==> src/sv/pcdrb_ram.sv <==
// Generic simple dual-port RAM: one write port, one read port with
// registered read data. No dependencies.
module pcdrb_ram #(
  parameter int unsigned WIDTH = 8,
  parameter int unsigned DEPTH = 2,
  localparam int unsigned AW = (DEPTH > 1) ? $clog2(DEPTH) : 1
) (
  input  logic             clk_i,
  input  logic             we_i,
  input  logic [AW-1:0]    waddr_i,
  input  logic [WIDTH-1:0] wdata_i,
  input  logic             re_i,
  input  logic [AW-1:0]    raddr_i,
  output logic [WIDTH-1:0] rdata_o
);

  logic [WIDTH-1:0] mem_q [DEPTH];
  logic [WIDTH-1:0] rdata_q;

  // Read during write to the same address returns the old data.
  always_ff @(posedge clk_i) begin
    if (we_i) begin
      mem_q[waddr_i] <= wdata_i;
    end
    if (re_i) begin
      rdata_q <= mem_q[raddr_i];
    end
  end

  assign rdata_o = rdata_q;

endmodule

==> config.mk <==
export PLATFORM = sky130hd
export DESIGN_NAME = pcdrb_ram
export DESIGN_NICKNAME = d
export VERILOG_FILES = /design/src/sv/pcdrb_ram.sv
export SDC_FILE = /design/constraint.sdc
export NUM_CORES = 1
export LEC_CHECK = 0
export ABC_AREA = 1
export BUFFER_PORTS_ARGS = -buffer_cell sky130_fd_sc_hd__buf_2
export CORE_MARGIN = 5
export CORE_UTILIZATION = 49
export DETAILED_ROUTE_END_ITERATION = 6
export MAX_ROUTING_LAYER = met4
export PLACE_DENSITY_LB_ADDON = 0.1
export SLEW_MARGIN = 25
export SYNTH_ARGS = -nofsm -noshare
export SYNTH_HDL_FRONTEND = slang
export SYNTH_SLANG_ARGS = --single-unit
export TNS_END_PERCENT = 1
==> constraint.sdc <==
create_clock -name clk_i -period 1.37 [get_ports clk_i]
set_input_delay 0.274 -clock clk_i [delete_from_list [all_inputs] [get_ports clk_i]]
set_output_delay 0.274 -clock clk_i [all_outputs]
set_load 0.05 [all_outputs]
==> results.py, run 1 <==
metrics = {
    "floorplanning": {
        "fp.dieW_um": 51.4,
        "initial_core_util_pct": 50.3,
        "coreArea_um2": 1670,
        "die-area_um2": 2640,
        "chipHeight_um": 51.4,
        "rows": 15,
        "top_level_ports": 21,
    },
    "drt": {
        "wire_per_inst_um": 11.9,
        "via_per_inst": 4.76,
        "wl_met1_um": 475,
        "num_vias": 447,
        "drt-total-wl_um": 1120,
        "ant_nets": 0,
        "drcViolationCount": 0,
        "dr_wl_met3_um": 108,
        "first_pass_iters": 3,
        "drt_first_iter_violations": 9,
        "routed-wl-met2_um": 532,
        "top_layer": "met3",
    },
    "synthesis": {
        "synthAdderAreaFrac_pct": 0,
        "synth.most_common_cell": "nand2_1",
        "synth_mux_area_share_pct": 0,
        "synth_top_cell_by_area": "edfxtp_1",
        "yosysWarnings": 0,
        "synth_top_family_by_area": "simple AND/OR/NAND/NOR gates",
        "synth_compound_area_share_pct": 0,
        "post_synth.cell_area_avg_um2": 15.6,
        "synth_commonest_cells": "nand2_1, edfxtp_1, inv_1",
        "syn_nets": 67,
        "ys_async_sr_fraction_pct": 0,
        "yosysTopAreaCellShare_pct": 85.7,
        "synthCells": 54,
        "ys_types": 6,
        "synth_seq_area_share_pct": 85.7,
        "ys.flop_type": "edfxtp_1",
        "synth_seq_cells": 24,
        "synth.area.top_cells": "edfxtp_1, nand2_1, buf_6",
        "syn-cell-area_um2": 841,
        "synth_xor_area_share_pct": 0,
        "yosys.area_share.simple_pct": 11.6,
        "synth_edf_count": 24,
    },
    "setup_path": {
        "critPathLaunch": "rdata_o[2]",
        "cp_top_family": "flip-flops",
        "crit_path_cell_trace": "buf_2",
        "endpoint_kind": "output pin",
        "critical_path_class": "reg -> out",
        "r2r_slack_ps": 610,
        "worstSetupStartpointType": "flop",
        "worstReg2RegEnd": "rdata_o[6]",
        "cp_data_required_time_ps": 1100,
        "r2r_start": "mem_q[1][6]",
        "critical_path_peak_fanout": 1,
        "crit_slowest_cell": "edfxtp_1",
        "slowest_delay_ps": 340,
        "critPathBufInv": 1,
        "worstPathArrival_ps": 890,
        "crit_end": "rdata_o[2]",
        "worst-r2r-cell-count": 2,
        "path_depth": 1,
    },
    "layout": {
        "fill_cells": 140,
        "stdcell_area_um2": 981,
        "drive_above_1_share_pct": 32.5,
        "utilization_pct": 58.7,
        "fin_cells": 94,
        "final_nets": 92,
        "diodes": 0,
        "area_growth_pct": 16.7,
    },
    "status": {
        "status": "complete, no violations",
    },
    "timing": {
        "fin_worst_skew_ps": 0.722,
        "finalCriticalPeriod_ps": 1170,
        "maxSlewViolCount": 0,
        "worstMarginPinSlew_ps": 283,
        "fin_hold_ws_ps": 155,
        "setup_slack_ps": 202,
        "finalCritPeriodShare_pct": 85.2,
        "setup_violations": 0,
        "hold_viol": 0,
        "relSlewSlack_pct": 81.1,
        "tns_ps": 0,
        "fmax_ghz": 0.856,
        "rsz0062_at_grt": "no",
    },
    "global_route": {
        "track_usage_pct": 9.56,
        "grt_pass1_vias": 424,
        "grt_max_degree": 13,
        "antenna_found_initial": 0,
        "grt_overflow": 0,
        "grt_first_pass_wirelength_um": 1730,
    },
    "power": {
        "seq_power_share_pct": 67.2,
        "power_switching_mw": 0.302,
        "finalPower_mw": 1.31,
        "p_sw_share_pct": 23.1,
        "pwr-share-clk_pct": 22.1,
        "power.internal_mw": 1.00,
        "power.density_nw_per_um2": 1330,
        "ir_worst_vdd_mv": 0.808,
        "power_frac_comb_pct": 10.7,
        "power_leakage_nw": 0.420,
    },
    "placement": {
        "io_buffers": 20,
        "dp_cells": 91,
        "place_congestion": 0.748,
        "place_area_um2": 958,
        "place_ws_ps": 401,
    },
    "min_path": {
        "hold_class": "in -> reg",
        "hold_depth": 1,
    },
    "clock_tree": {
        "cts_sinks": 24,
        "cts_resized": 0,
        "holdBufCountCts": 0,
        "clockRootBuffer": "clkbuf_4",
        "cts_tree": "yes",
        "numCtsBuffers": 3,
        "path_clk_slew_ps": 120,
        "post_cts_buffers": 0,
        "cts.path.max_buffers": 2,
        "clk_latency_ps": 300,
        "cts_max_level": 1,
    },
    "flow_run": {
        "maxCapViolations": 0,
    },
}
-- kinds of logic (layout without fill, tap and decap cells) --
kind of cell,after synthesis,after routing
simple gates,26,26
flops,24,24
buf+inv,4,27
-- worst min path at each step --
stage	end	slack [ps]	from
2_1_floorplan	mem_q[0][0]	370	wdata_i[0]
3_3_place_gp	mem_q[1][0]	470	wdata_i[0]
3_5_place_dp	mem_q[1][4]	470	wdata_i[4]
4_1_cts	mem_q[1][4]	150	wdata_i[4]
5_1_grt	mem_q[0][6]	140	wdata_i[6]
6_report	mem_q[0][4]	160	wdata_i[4]
-- metal layers --
metal | vias up | track usage, %
met5 | - | -
met4 | 0 | 3.93
met3 | 0 | 3.79
met2 | 21 | 15.5
met1 | 197 | 10.5
li1 | 229 | -
-- sequential cells by signal, summed over array words and instances (netlist names) --
| signal | cells |
|---|---|
| rdata_o | 8 |
| mem_q | 16 |
-- placed cells by master (no fill, tap or decap) --
master     n
buf_2     20
buf_4      1
clkbuf_4   3
edfxtp_1  24
inv_1      2
inv_2      1
nand2_1   25
nor2_1     1
-- final cells by class --
class	instances	area, µm²	area share, %
Timing Repair Buffer	21	108	11.0
Sequential cell	24	721	73.5
Tap cell	17	21.3	2.17
Clock buffer	3	22.5	2.30
Multi-Input combinational cell	26	97.6	9.95
Inverter	3	11.3	1.15
-- power groups by stage --
stage | sequential, mW | combinational [mW] | clock (mW)
2_1_floorplan | 0.954 | 0.0338 | 0
3_3_place_gp | 0.894 | 0.139 | 0
3_5_place_dp | 0.894 | 0.141 | 0
4_1_cts | 0.877 | 0.141 | 0.288
5_1_grt | 0.881 | 0.152 | 0.316
6_report | 0.877 | 0.140 | 0.288
No activity file was read; power rests on OpenSTA's default activity.
==> run 2, diff against run 1 <==
--- a/config.mk
+++ b/config.mk
@@ -5,13 +5,13 @@
 export SDC_FILE = /design/constraint.sdc
 export NUM_CORES = 1
 export LEC_CHECK = 0
-export ABC_AREA = 1
+export ABC_AREA = 0
 export BUFFER_PORTS_ARGS = -buffer_cell sky130_fd_sc_hd__buf_2
 export CORE_MARGIN = 5
 export CORE_UTILIZATION = 49
 export DETAILED_ROUTE_END_ITERATION = 6
 export MAX_ROUTING_LAYER = met4
-export PLACE_DENSITY_LB_ADDON = 0.1
+export PLACE_DENSITY = 0.76
 export SLEW_MARGIN = 25
 export SYNTH_ARGS = -nofsm -noshare
 export SYNTH_HDL_FRONTEND = slang
==> run 2 against run 1 <==
Effect of this change:
- worst setup slack lost 10 ps
- cell count down 11%
- non-clock buffer count unchanged
- total power grew 1.6%
- via count fell by 14%
- final area rose by 3.8%
- clock-buffer cell count unchanged
- critical endpoint is now rdata_o[3]
==> results.py, run 2 <==
metrics = {
    "setup_path": {
        "critical_path_class": "reg -> out",
        "critical_path_peak_fanout": 1,
        "endpoint_kind": "output pin",
        "r2r_start": "mem_q[0][5]",
        "critPathBufInv": 1,
        "worstSetupStartpointType": "flop",
        "cp_top_family": "flip-flops",
        "worstPathArrival_ps": 900,
        "cp_data_required_time_ps": 1100,
        "crit_slowest_cell": "edfxtp_1",
        "path_depth": 1,
        "slowest_delay_ps": 340,
        "worstReg2RegEnd": "rdata_o[5]",
        "worst-r2r-cell-count": 1,
        "crit_path_cell_trace": "buf_2",
        "r2r_slack_ps": 460,
    },
    "synthesis": {
        "syn-cell-area_um2": 865,
        "yosysWarnings": 0,
        "post_synth.cell_area_avg_um2": 24.7,
        "synth_seq_area_share_pct": 83.4,
        "ys_async_sr_fraction_pct": 0,
        "synth.most_common_cell": "edfxtp_1",
        "synth_seq_cells": 24,
        "synth.area.top_cells": "edfxtp_1, mux2_4, buf_6",
        "ys.flop_type": "edfxtp_1",
        "ys_types": 5,
        "synth_top_cell_by_area": "edfxtp_1",
        "syn_nets": 48,
        "synth_commonest_cells": "edfxtp_1, mux2_4, and2_1, buf_6, nor2b_1",
        "yosysTopAreaCellShare_pct": 83.4,
        "synthCells": 35,
        "synth_edf_count": 24,
    },
    "floorplanning": {
        "die-area_um2": 2700,
        "initial_core_util_pct": 50.6,
        "rows": 15,
        "top_level_ports": 21,
        "chipHeight_um": 52.0,
        "fp.dieW_um": 52.0,
        "coreArea_um2": 1710,
    },
    "power": {
        "ir_worst_vdd_mv": 0.731,
        "power.density_nw_per_um2": 1300,
        "power_leakage_nw": 0.398,
    },
    "timing": {
        "tns_ps": 0,
        "worstMarginPinSlew_ps": 351,
        "fin_hold_ws_ps": 151,
        "finalCriticalPeriod_ps": 1180,
        "rsz0062_at_grt": "no",
        "maxSlewViolCount": 0,
        "hold_viol": 0,
        "fmax_ghz": 0.849,
        "finalCritPeriodShare_pct": 86.0,
        "fin_worst_skew_ps": 1.87,
        "relSlewSlack_pct": 76.6,
        "setup_violations": 0,
        "setup_slack_ps": 192,
    },
    "global_route": {
        "track_usage_pct": 8.79,
        "grt_pass1_vias": 365,
        "antenna_found_initial": 0,
        "grt_overflow": 0,
        "grt_max_degree": 14,
        "grt_first_pass_wirelength_um": 1590,
    },
    "status": {
        "status": "complete, no violations",
    },
    "clock_tree": {
        "post_cts_buffers": 0,
        "cts_sinks": 24,
        "numCtsBuffers": 3,
        "clockRootBuffer": "clkbuf_4",
        "cts.path.max_buffers": 2,
        "cts_tree": "yes",
        "holdBufCountCts": 0,
        "clk_latency_ps": 300,
        "path_clk_slew_ps": 110,
        "cts_resized": 0,
        "cts_max_level": 1,
    },
    "placement": {
        "place_congestion": 0.627,
        "place_ws_ps": 266,
        "io_buffers": 20,
    },
    "layout": {
        "final_common_cell": "edfxtp_1",
        "largest_register": "mem_q",
        "largest_reg_flops": 16,
        "drive_above_1_share_pct": 54.2,
        "seq_area_um2": 721,
        "fill_cells": 127,
        "area_growth_pct": 17.8,
        "diodes": 0,
        "mostFrequentLayoutCells": "edfxtp_1, buf_2, mux2_4, clkbuf_4",
        "multi_input_area_um2": 133,
        "final_nets": 73,
    },
    "min_path": {
        "hold_class": "in -> reg",
        "hold_depth": 1,
        "holdPathEnd": "mem_q[0][4]",
        "hp-start": "wdata_i[4]",
    },
    "drt": {
        "ant_nets": 0,
        "drt_first_iter_violations": 6,
        "drcViolationCount": 0,
        "wire_per_inst_um": 11.9,
        "num_vias": 386,
        "via_per_inst": 4.60,
        "drt-total-wl_um": 997,
        "first_pass_iters": 2,
    },
    "flow_run": {
        "maxCapViolations": 0,
    },
}
## run 2: cell types whose count changed after synthesis
cell     before  now
and2_1        0    1
nor2_1        1    0
nor2b_1       0    1
inv_1         2    0
mux2_4        0    8
inv_2         1    0
nand2_1      25    0
## run 2: report_power, final
part | total (mW) | switching (mW) | internal [mW]
clock | 0.293 | 0.187 | 0.106
sequential | 0.878 | 0.0119 | 0.866
combinational | 0.155 | 0.0967 | 0.0579
## run 2: how the worst max path moves through the flow
stage          startpoint          end  slack, ps
2_1_floorplan        we_i  mem_q[0][0]        300
3_3_place_gp      raddr_i   rdata_o[6]        280
3_5_place_dp      raddr_i   rdata_o[5]        270
4_1_cts        rdata_o[3]   rdata_o[3]        170
5_1_grt        rdata_o[2]   rdata_o[2]        140
6_report       rdata_o[3]   rdata_o[3]        190
## run 2: routing by layer
metal / global-route usage, % / wire, µm / part of all wire, % / up-vias
li1: - / - / - / 185
met1: 9.33 / 364 / 37 / 179
met2: 13.6 / 498 / 50 / 19
met3: 2.87 / 106 / 11 / 3
met4: 6.55 / 28 / 2.8 / 0
met5: - / 0 / 0 / -
## run 2: cells by family after synthesis
| group | count (synthesis) | share of synthesized area, % |
|---|---|---|
| and+or+nand+nor | 2 | 1.45 |
| DFF | 24 | 83.4 |
| buffers and inverters | 1 | 1.30 |
| muxes | 8 | 13.9 |
## run 2: stage by stage
step | instances | util, % | power, mW | area (µm²)
2_1_floorplan | 35 | - | 1.01 | 865
3_3_place_gp | 80 | 58.1 | 1.05 | 992
3_5_place_dp | 80 | 58.1 | 1.05 | 992
4_1_cts | 84 | 59.6 | 1.35 | 1020
5_1_grt | 84 | 59.6 | 1.38 | 1020
6_report | 84 | 59.6 | 1.33 | 1020
## run 2: cell type report
cell class / count / area share [%]
flip-flops and latches: 24 / 70.8
clock inverters: 1 / 0.369
clock buffers: 3 / 2.21
well taps: 25 / 3.07
multi-input cells: 10 / 13.0
repair buffers: 21 / 10.6
